**src/sv/cbrf_pkg.sv**
```systemverilog
// Shared types and constants of the cubic bisection root finder.
// Used by the controller, the datapath, the top level and the checker.
package cbrf_pkg;

   localparam int DATA_W             = 32;
   localparam int ACC_W              = 48;
   localparam int MUL_A_W            = 25;
   localparam int PROD_W             = 57;
   localparam int TOL_W              = 31;
   localparam int CSR_DATA_W         = 32;
   localparam int CSR_ADDR_W         = 3;
   localparam int ITERATIONS_DEFAULT = 32;

   // Register index, taken from the word address bit of paddr.
   localparam logic CSR_IDX_TOLERANCE = 1'b0;

   typedef enum logic [2:0] {
      ST_IDLE,
      ST_MUL_LO,
      ST_MUL_HI,
      ST_SUM,
      ST_ACC,
      ST_TEST,
      ST_MID,
      ST_OUTPUT
   } state_type;

   typedef enum logic [1:0] {
      SEL_SQUARE,
      SEL_LINEAR,
      SEL_CONST
   } coef_sel_type;

   typedef struct packed {
      logic         load;
      logic         mid;
      logic         mul_lo;
      logic         mul_hi;
      logic         add;
      logic         acc;
      coef_sel_type coef_sel;
      logic         update;
      logic         out_write;
      logic         out_early;
   } dp_cmd_type;

   typedef struct packed {
      logic p_pos;
      logic p_in_tol;
      logic out_free;
   } dp_status_type;

endpackage

```
**src/sv/cbrf_ctrl.sv**
```systemverilog
// Controller of the cubic bisection root finder: sequences the Horner steps,
// the tolerance test and the bisection loop. Depends on cbrf_pkg.
module cbrf_ctrl #(
   parameter int ITERATIONS = cbrf_pkg::ITERATIONS_DEFAULT
) (
   input  logic                    clock,
   input  logic                    reset,
   input  logic                    req_valid,
   output logic                    req_ready,
   input  cbrf_pkg::dp_status_type status,
   output cbrf_pkg::dp_cmd_type    cmd
);

   localparam int ITER_W = (ITERATIONS > 1) ? $clog2(ITERATIONS) : 1;
   localparam logic [ITER_W-1:0] ITER_LAST = ITER_W'(ITERATIONS - 1);

   cbrf_pkg::state_type    state_ff, state_in;
   cbrf_pkg::coef_sel_type term_ff, term_in;
   logic [ITER_W-1:0]      iter_ff, iter_in;
   logic                   first_ff, first_in;
   logic                   early_ff, early_in;

   always_ff @(posedge clock) begin
      if (reset) begin
         state_ff <= cbrf_pkg::ST_IDLE;
         term_ff  <= cbrf_pkg::SEL_SQUARE;
         iter_ff  <= '0;
         first_ff <= 1'b0;
         early_ff <= 1'b0;
      end else begin
         state_ff <= state_in;
         term_ff  <= term_in;
         iter_ff  <= iter_in;
         first_ff <= first_in;
         early_ff <= early_in;
      end
   end

   always_comb begin
      state_in     = state_ff;
      term_in      = term_ff;
      iter_in      = iter_ff;
      first_in     = first_ff;
      early_in     = early_ff;
      req_ready    = 1'b0;
      cmd          = '0;
      cmd.coef_sel = term_ff;
      cmd.out_early = early_ff;

      unique case (state_ff)
         cbrf_pkg::ST_IDLE: begin
            req_ready = 1'b1;
            if (req_valid) begin
               cmd.load = 1'b1;
               term_in  = cbrf_pkg::SEL_SQUARE;
               first_in = 1'b1;
               state_in = cbrf_pkg::ST_MUL_LO;
            end
         end
         cbrf_pkg::ST_MUL_LO: begin
            cmd.mul_lo = 1'b1;
            state_in   = cbrf_pkg::ST_MUL_HI;
         end
         cbrf_pkg::ST_MUL_HI: begin
            cmd.mul_hi = 1'b1;
            state_in   = cbrf_pkg::ST_SUM;
         end
         cbrf_pkg::ST_SUM: begin
            cmd.add  = 1'b1;
            state_in = cbrf_pkg::ST_ACC;
         end
         cbrf_pkg::ST_ACC: begin
            cmd.acc = 1'b1;
            unique case (term_ff)
               cbrf_pkg::SEL_SQUARE: begin
                  term_in  = cbrf_pkg::SEL_LINEAR;
                  state_in = cbrf_pkg::ST_MUL_LO;
               end
               cbrf_pkg::SEL_LINEAR: begin
                  term_in  = cbrf_pkg::SEL_CONST;
                  state_in = cbrf_pkg::ST_MUL_LO;
               end
               default: begin
                  state_in = cbrf_pkg::ST_TEST;
               end
            endcase
         end
         cbrf_pkg::ST_TEST: begin
            if (first_ff) begin
               // The first evaluation is at the right end and only decides
               // whether the bisection runs at all.
               first_in = 1'b0;
               iter_in  = '0;
               if (status.p_in_tol) begin
                  early_in = 1'b1;
                  state_in = cbrf_pkg::ST_OUTPUT;
               end else begin
                  state_in = cbrf_pkg::ST_MID;
               end
            end else begin
               cmd.update = 1'b1;
               if (iter_ff == ITER_LAST) begin
                  early_in = 1'b0;
                  state_in = cbrf_pkg::ST_OUTPUT;
               end else begin
                  iter_in  = iter_ff + 1'b1;
                  state_in = cbrf_pkg::ST_MID;
               end
            end
         end
         cbrf_pkg::ST_MID: begin
            cmd.mid  = 1'b1;
            term_in  = cbrf_pkg::SEL_SQUARE;
            state_in = cbrf_pkg::ST_MUL_LO;
         end
         cbrf_pkg::ST_OUTPUT: begin
            if (status.out_free) begin
               cmd.out_write = 1'b1;
               state_in      = cbrf_pkg::ST_IDLE;
            end
         end
         default: begin
            state_in = cbrf_pkg::ST_IDLE;
         end
      endcase
   end

endmodule

```
**src/sv/cbrf_datapath.sv**
```systemverilog
// Datapath of the cubic bisection root finder: operand registers, one shared
// 25x32 multiplier, the saturating Horner accumulator and the result register.
// Depends on cbrf_pkg.
module cbrf_datapath (
   input  logic                                    clock,
   input  logic                                    reset,
   input  cbrf_pkg::dp_cmd_type                    cmd,
   output cbrf_pkg::dp_status_type                 status,
   input  logic        [cbrf_pkg::TOL_W-1:0]       tolerance,
   input  logic signed [cbrf_pkg::DATA_W-1:0]      req_coef_const,
   input  logic signed [cbrf_pkg::DATA_W-1:0]      req_coef_linear,
   input  logic signed [cbrf_pkg::DATA_W-1:0]      req_coef_square,
   input  logic signed [cbrf_pkg::DATA_W-1:0]      req_coef_cube,
   input  logic signed [cbrf_pkg::DATA_W-1:0]      req_left_end,
   input  logic signed [cbrf_pkg::DATA_W-1:0]      req_right_end,
   output logic                                    rsp_valid,
   input  logic                                    rsp_ready,
   output logic signed [cbrf_pkg::DATA_W-1:0]      rsp_root,
   output logic                                    rsp_right_was_root
);

   localparam int DW = cbrf_pkg::DATA_W;
   localparam int AW = cbrf_pkg::ACC_W;
   localparam int PW = cbrf_pkg::PROD_W;
   localparam int MW = cbrf_pkg::MUL_A_W;
   localparam int FRAC_SPLIT = 24;
   localparam int TH_W = PW - FRAC_SPLIT;
   localparam int SH_W = PW - 4;
   localparam int TOT_W = SH_W + 1;
   localparam logic signed [AW-1:0] ACC_MAX = {1'b0, {(AW-1){1'b1}}};
   localparam logic signed [AW-1:0] ACC_MIN = {1'b1, {(AW-1){1'b0}}};

   // Payload registers need no reset.
   logic signed [DW-1:0] c0_ff, c1_ff, c2_ff, c3_ff;
   logic signed [DW-1:0] feas_ff, feas_in;
   logic signed [DW-1:0] infeas_ff, infeas_in;
   logic signed [DW-1:0] x_ff, x_in;
   logic signed [AW-1:0] acc_ff, acc_in;
   logic signed [PW-1:0] prod_ff, prod_in;
   logic signed [TH_W-1:0] th_ff, th_in;
   logic signed [PW-1:0] sum_ff, sum_in;
   logic signed [DW-1:0] root_ff, root_in;
   logic                 flag_ff, flag_in;
   logic                 rsp_valid_ff, rsp_valid_in;

   logic signed [MW-1:0]   mul_a;
   logic signed [PW-1:0]   mul_res;
   logic signed [DW:0]     ends_sum;
   logic signed [DW-1:0]   mid_point;
   logic signed [DW-1:0]   coef;
   logic signed [TOT_W-1:0] total;
   logic signed [AW-1:0]   total_sat;
   logic signed [AW:0]     acc_ext;
   logic        [AW:0]     abs_p;

   // The accumulator is split into a signed high part and an unsigned low
   // part of 24 bits so that each product fits the shared multiplier.
   assign mul_a   = cmd.mul_lo ? {1'b0, acc_ff[FRAC_SPLIT-1:0]}
                               : {acc_ff[AW-1], acc_ff[AW-1:FRAC_SPLIT]};
   assign mul_res = PW'(mul_a) * PW'(x_ff);

   assign ends_sum  = (DW+1)'(feas_ff) + (DW+1)'(infeas_ff);
   assign mid_point = ends_sum[DW:1];

   always_comb begin
      case (cmd.coef_sel)
         cbrf_pkg::SEL_SQUARE: coef = c2_ff;
         cbrf_pkg::SEL_LINEAR: coef = c1_ff;
         default:              coef = c0_ff;
      endcase
   end

   assign total = TOT_W'($signed(sum_ff[PW-1:4])) + TOT_W'(coef);

   always_comb begin
      if (total[TOT_W-1:AW-1] == '0 || total[TOT_W-1:AW-1] == '1) begin
         total_sat = total[AW-1:0];
      end else if (total[TOT_W-1]) begin
         total_sat = ACC_MIN;
      end else begin
         total_sat = ACC_MAX;
      end
   end

   assign acc_ext = (AW+1)'(acc_ff);
   assign abs_p   = acc_ff[AW-1] ? unsigned'(-acc_ext) : unsigned'(acc_ext);

   assign status.p_pos    = !acc_ff[AW-1] && (acc_ff != '0);
   assign status.p_in_tol = abs_p <= (AW+1)'(tolerance);
   assign status.out_free = !rsp_valid_ff || rsp_ready;

   always_comb begin
      x_in      = x_ff;
      acc_in    = acc_ff;
      prod_in   = prod_ff;
      th_in     = th_ff;
      sum_in    = sum_ff;
      feas_in   = feas_ff;
      infeas_in = infeas_ff;
      if (cmd.load) begin
         x_in   = req_right_end;
         acc_in = AW'(req_coef_cube);
      end
      if (cmd.mid) begin
         x_in   = mid_point;
         acc_in = AW'(c3_ff);
      end
      if (cmd.mul_lo) begin
         prod_in = mul_res;
      end
      if (cmd.mul_hi) begin
         th_in   = prod_ff[PW-1:FRAC_SPLIT];
         prod_in = mul_res;
      end
      if (cmd.add) begin
         sum_in = prod_ff + PW'(th_ff);
      end
      if (cmd.acc) begin
         acc_in = total_sat;
      end
      if (cmd.update) begin
         if (status.p_pos) begin
            feas_in = x_ff;
         end else begin
            infeas_in = x_ff;
         end
      end
   end

   always_comb begin
      root_in      = root_ff;
      flag_in      = flag_ff;
      rsp_valid_in = rsp_valid_ff && !rsp_ready;
      if (cmd.out_write) begin
         root_in      = cmd.out_early ? infeas_ff : feas_ff;
         flag_in      = cmd.out_early;
         rsp_valid_in = 1'b1;
      end
   end

   always_ff @(posedge clock) begin
      if (cmd.load) begin
         c0_ff <= req_coef_const;
         c1_ff <= req_coef_linear;
         c2_ff <= req_coef_square;
         c3_ff <= req_coef_cube;
      end
      if (cmd.load) begin
         feas_ff   <= req_left_end;
         infeas_ff <= req_right_end;
      end else begin
         feas_ff   <= feas_in;
         infeas_ff <= infeas_in;
      end
      x_ff    <= x_in;
      acc_ff  <= acc_in;
      prod_ff <= prod_in;
      th_ff   <= th_in;
      sum_ff  <= sum_in;
      root_ff <= root_in;
      flag_ff <= flag_in;
   end

   always_ff @(posedge clock) begin
      if (reset) begin
         rsp_valid_ff <= 1'b0;
      end else begin
         rsp_valid_ff <= rsp_valid_in;
      end
   end

   assign rsp_valid          = rsp_valid_ff;
   assign rsp_root           = root_ff;
   assign rsp_right_was_root = flag_ff;

endmodule

```
**src/sv/cubic_bisection_root_finder.sv**
```systemverilog
// Cubic bisection root finder.
//
// The req channel carries one transaction per problem: four signed Q8.24
// coefficients of p(x) and a left (feasible) and right (infeasible) end in
// signed Q4.28. The rsp channel returns one transaction per request: the
// root in Q4.28 and a flag that is set when the right end itself met the
// tolerance. Both channels use valid/ready; the block takes one request at a
// time, and req_ready is high only while the controller is idle.
// Each bisection step runs three Horner steps on one shared 25x32 multiplier
// (low product, high product, carry sum, saturating accumulate), plus a
// midpoint step and a test step; the first evaluation at the right end has
// no midpoint step. A request that exits on the right end needs that one
// evaluation; otherwise ITERATIONS + 1 evaluations run. The next request can
// be accepted in the cycle after the result is written. The result waits in
// an output register: a stalled rsp_ready holds it there, and a following
// result stalls the controller until it drains. A synchronous reset returns
// to idle, empties the output register and sets the tolerance register (csr
// byte address 0, 31 bits) to zero.
module cubic_bisection_root_finder #(
   parameter int ITERATIONS = cbrf_pkg::ITERATIONS_DEFAULT
) (
   input  logic                                  clock,
   input  logic                                  reset,
   input  logic                                  req_valid,
   output logic                                  req_ready,
   input  logic signed [cbrf_pkg::DATA_W-1:0]    req_coef_const,
   input  logic signed [cbrf_pkg::DATA_W-1:0]    req_coef_linear,
   input  logic signed [cbrf_pkg::DATA_W-1:0]    req_coef_square,
   input  logic signed [cbrf_pkg::DATA_W-1:0]    req_coef_cube,
   input  logic signed [cbrf_pkg::DATA_W-1:0]    req_left_end,
   input  logic signed [cbrf_pkg::DATA_W-1:0]    req_right_end,
   output logic                                  rsp_valid,
   input  logic                                  rsp_ready,
   output logic signed [cbrf_pkg::DATA_W-1:0]    rsp_root,
   output logic                                  rsp_right_was_root,
   input  logic                                  csr_psel,
   input  logic                                  csr_penable,
   input  logic                                  csr_pwrite,
   input  logic        [cbrf_pkg::CSR_ADDR_W-1:0] csr_paddr,
   input  logic        [cbrf_pkg::CSR_DATA_W-1:0] csr_pwdata,
   output logic        [cbrf_pkg::CSR_DATA_W-1:0] csr_prdata,
   output logic                                  csr_pready
);

   localparam int TW = cbrf_pkg::TOL_W;

   logic [TW-1:0] tol_ff, tol_in;
   logic          csr_hit;

   cbrf_pkg::dp_cmd_type    cmd;
   cbrf_pkg::dp_status_type status;

   // Bit 2 of the byte address is the register index; low bits are ignored.
   assign csr_hit = (csr_paddr[2] == cbrf_pkg::CSR_IDX_TOLERANCE);

   always_comb begin
      tol_in = tol_ff;
      if (csr_psel && csr_penable && csr_pwrite && csr_pready && csr_hit) begin
         tol_in = csr_pwdata[TW-1:0];
      end
   end

   always_ff @(posedge clock) begin
      if (reset) begin
         tol_ff <= '0;
      end else begin
         tol_ff <= tol_in;
      end
   end

   assign csr_pready = 1'b1;
   assign csr_prdata = csr_hit ? cbrf_pkg::CSR_DATA_W'(tol_ff) : '0;

   cbrf_ctrl #(
      .ITERATIONS (ITERATIONS)
   ) u_ctrl (
      .clock     (clock),
      .reset     (reset),
      .req_valid (req_valid),
      .req_ready (req_ready),
      .status    (status),
      .cmd       (cmd)
   );

   cbrf_datapath u_datapath (
      .clock              (clock),
      .reset              (reset),
      .cmd                (cmd),
      .status             (status),
      .tolerance          (tol_ff),
      .req_coef_const     (req_coef_const),
      .req_coef_linear    (req_coef_linear),
      .req_coef_square    (req_coef_square),
      .req_coef_cube      (req_coef_cube),
      .req_left_end       (req_left_end),
      .req_right_end      (req_right_end),
      .rsp_valid          (rsp_valid),
      .rsp_ready          (rsp_ready),
      .rsp_root           (rsp_root),
      .rsp_right_was_root (rsp_right_was_root)
   );

endmodule

```
**config.mk**
```make
export PLATFORM = sky130hd
export DESIGN_NAME = cubic_bisection_root_finder
export DESIGN_NICKNAME = d
export VERILOG_FILES = /design/src/sv/cbrf_pkg.sv /design/src/sv/cbrf_ctrl.sv /design/src/sv/cbrf_datapath.sv /design/src/sv/cubic_bisection_root_finder.sv
export SDC_FILE = /design/constraint.sdc
export NUM_CORES = 2
export LEC_CHECK = 0
export ABC_AREA = 1
export BUFFER_PORTS_ARGS = -buffer_cell sky130_fd_sc_hd__clkbuf_2
export CAP_MARGIN = 5
export CORE_AREA = 2 2 325 327
export DETAILED_ROUTE_END_ITERATION = 16
export DIE_AREA = 0 0 327 329
export PLACE_DENSITY_LB_ADDON = 0.25
export SLEW_MARGIN = 20
export SYNTH_ARGS = -nofsm -noshare
export SYNTH_HDL_FRONTEND = slang
export SYNTH_SLANG_ARGS = --single-unit
export TNS_END_PERCENT = 50
```
**constraint.sdc**
```tcl
create_clock -name clock -period 13.9 [get_ports clock]
set_clock_uncertainty 0.15 [all_clocks]
set_input_delay 0.695 -clock clock [delete_from_list [all_inputs] [get_ports clock]]
set_output_delay 0.695 -clock clock [all_outputs]
set_load 0.1 [all_outputs]
```
==> reports/metrics.cfg <==
[global_routing]
grtUsageTotal_pct=32.98
antenna_found_initial=6
first_global_vias=47000
grt_pass1_wl_um=270500
grt-ovfl-total=0
grt_max_degree=93

[yosys]
synth_top_area_share_pct=28.82
synth-simple-area-share_pct=17.54
synth_xor_area_share_pct=3.164
synthArstFlopShare_pct=0
synth_seq_area_share_pct=25.14
syn-cell-area_um2=57020
yosys-top-cells-area=fa_1, edfxtp_1, nand2_1
synth_top_cell_by_area=fa_1
ys_ff_latch=492
netlist_instances=6624
syn_area_per_cell_um2=8.608
synth_nets=8007
ys.warnings.count=0
synth_edf_count=448
synth_compound_gate_area_share_pct=7.928
synth_top_family_by_area=adder cells
synthAdderAreaFrac_pct=36.02
ys_types=55
synth_flop_cell=edfxtp_1
muxShareOfSynthArea_pct=0.6122

[run]
cap_viol_max_count=0

[timing]
grt_setup_unrepaired=false
maxSlewViolCount=0
fin_setup_tns_ns=0
period_needed_ns=9.912
hold_violations=0
tightestPinTransition_ns=1.044
max_freq_mhz=100.9
relSlewSlack_pct=30.25
period_share_pct=71.31
setup_viol=0

[worst_hold_path]
min_to=u_datapath.c2_ff[2]
min_path_cells=1
min-delay-start=req_coef_square[2]
min_path_type=in2reg

[floorplan]
start_util_pct=54.63
rows=119
die_area_um2=107600
die_h_um=329
dieWidth_um=327
io_pins=302
coreArea_um2=104400

[routing]
drt-vias-per-instance=5.599
drc_errors=0
firstDrtPassIters=9
ant_nets=0
drt_wl_total_um=175300
drt-initial-drc-count=3871
post_drt_wl_per_cell_um=21.18
vias=46350

[critical_path]
ff2ff_path_depth=29
crit_fanout=48
cp.arrival_ns=10.16
required_ns=14.14
endpoint_kind=flop
r2r_setup_slack_ns=3.99
crit_top_cell=fa_1
worst-setup-path-type=reg2reg
cpPeakStageDelay_ns=0.69
timing.rr.end=u_datapath.prod_ff[52]
crit_path_start_kind=flop
reg2reg_from=u_ctrl.state_ff[0]
slowest_stage=inv_2

[clock_tree]
htreeDepth=2
cts_resized=0
ctsLongestPathBuffers=3
clk_latency_ns=0.66
cts_num_sinks=492
cts.clk_slew.worst_paths_ns=0.06
cts_hold_buf=0
cts_buffers=52
cts-root-buf=clkbuf_16
cts_tree=built
cts_setup_buffers=0

[layout]
nNetsFinal=8226
fill_cells=9223
area_delta_synth_final_pct=8.450
fin_util_pct=59.25
drive_gt1_share_pct=8.948

[run_status]
status=finished, final reports clean

[placed_design]
dpl.hpwl_um=141200
gp_congestion=0.9750
io_buffers=296

-- worst max-delay path: cells and delay by family (launching register included) --
kind	cells	cell delay, ns
flip-flops	1	0.46
AND/OR/NAND/NOR	9	2.41
XOR/XNOR	1	0.17
buffers and inverters	7	1.54
adder cells (fa/ha/maj)	8	3.87
AO/OA/AOI/OAI	4	1.00
-- metrics by stage --
stage	worst slack [ns]	std cells	area (um^2)	hold WS (ns)
4_1_cts	4.017	8275	61830	0.02552
3_5_place_dp	3.997	8180	60070	0.3042
6_report	3.988	8277	61840	0.05770
2_1_floorplan	6.097	6624	57020	0.2564
3_3_place_gp	4.114	8180	60070	0.2962
5_1_grt	3.512	8277	61840	0.03291
-- layout make-up --
cell class              count  area (um^2)  share of cell area (%)
diodes                      2        5.005                0.008093
clock buffers              59         1328                   2.147
clock inverters            36        431.7                  0.6981
inverters                1227         4606                   7.448
multi-input cells        4698        37340                   60.38
flip-flops and latches    492        14330                   23.18
well taps                1391         1740                   2.814
repair buffers            372         2056                   3.324
-- cell usage in the layout (no fill, tap or decap), types with 52 or more instances in the layout --
cell,n
o21ai_0,213
xor2_1,138
ha_1,328
clkbuf_16,52
nand3_1,139
a21oi_1,322
nor2_1,887
xnor2_1,68
inv_1,1203
edfxtp_1,448
nand2_1,1314
fa_1,821
clkbuf_2,296
buf_4,75
-- metal layers --
layer  up-vias  wire, um  global-route usage (%)
li1      21080         -                       -
met1     22700     70340                   44.42
met2      2111     81260                   53.15
met3       446     16180                   6.269
met4         4      7494                   12.91
met5         -        23                       0
-- worst max-delay path by stage --
stage                             endpoint  cells past startpoint               start  slack [ns]
CTS                 u_datapath.prod_ff[52]                     29  u_ctrl.state_ff[0]        4.02
floorplan           u_datapath.prod_ff[53]                     29  u_ctrl.state_ff[0]        6.10
global placement    u_datapath.prod_ff[52]                     29  u_ctrl.state_ff[0]        4.11
finish              u_datapath.prod_ff[52]                     29  u_ctrl.state_ff[0]        3.99
detailed placement  u_datapath.prod_ff[52]                     29  u_ctrl.state_ff[0]        4.00
global route        u_datapath.prod_ff[52]                     29  u_ctrl.state_ff[0]        3.51
-- registers in the layout, indices dropped and copies added, names as in the netlist, 2 cells and up --
| name | cells |
|---|---|
| u_datapath.th_ff | 33 |
| u_datapath.c1_ff | 32 |
| u_datapath.infeas_ff | 32 |
| u_datapath.rsp_root | 32 |
| u_datapath.x_ff | 32 |
| u_datapath.c0_ff | 32 |
| u_datapath.feas_ff | 32 |
| u_datapath.sum_ff | 53 |
| u_datapath.prod_ff | 57 |
| u_ctrl.state_ff | 3 |
| u_datapath.c3_ff | 32 |
| u_datapath.acc_ff | 48 |
| u_ctrl.iter_ff | 5 |
| u_ctrl.term_ff | 2 |
| u_datapath.c2_ff | 32 |
| tol_ff | 31 |
-- cell usage after synthesis (17+ instances only) --
| library cell | n |
|---|---|
| o21ai_0 | 223 |
| xor2_1 | 138 |
| mux2_2 | 31 |
| a21oi_1 | 322 |
| o21a_1 | 19 |
| inv_1 | 1204 |
| o22ai_1 | 32 |
| a21o_1 | 29 |
| a31oi_1 | 48 |
| xnor2_1 | 68 |
| edfxtp_1 | 448 |
| a21oi_2 | 31 |
| nand2_2 | 39 |
| nand3_1 | 140 |
| dfxtp_1 | 44 |
| o21ai_1 | 26 |
| ha_1 | 328 |
| nor2_1 | 891 |
| clkbuf_1 | 186 |
| nor3_1 | 40 |
| o21bai_1 | 17 |
| fa_1 | 821 |
| nand4_1 | 31 |
| nand2_1 | 1316 |
-- logic make-up after synthesis --
group | Yosys count
other cells | 2
compound gates | 798
mux | 31
fa+ha+maj | 1149
xor+xnor | 206
simple gates | 2512
buf+inv | 1434
flops | 492
Power is left out: the tool's default activity adds up to more than one toggle a clock period on the data nets, which glitch-free logic cannot reach.
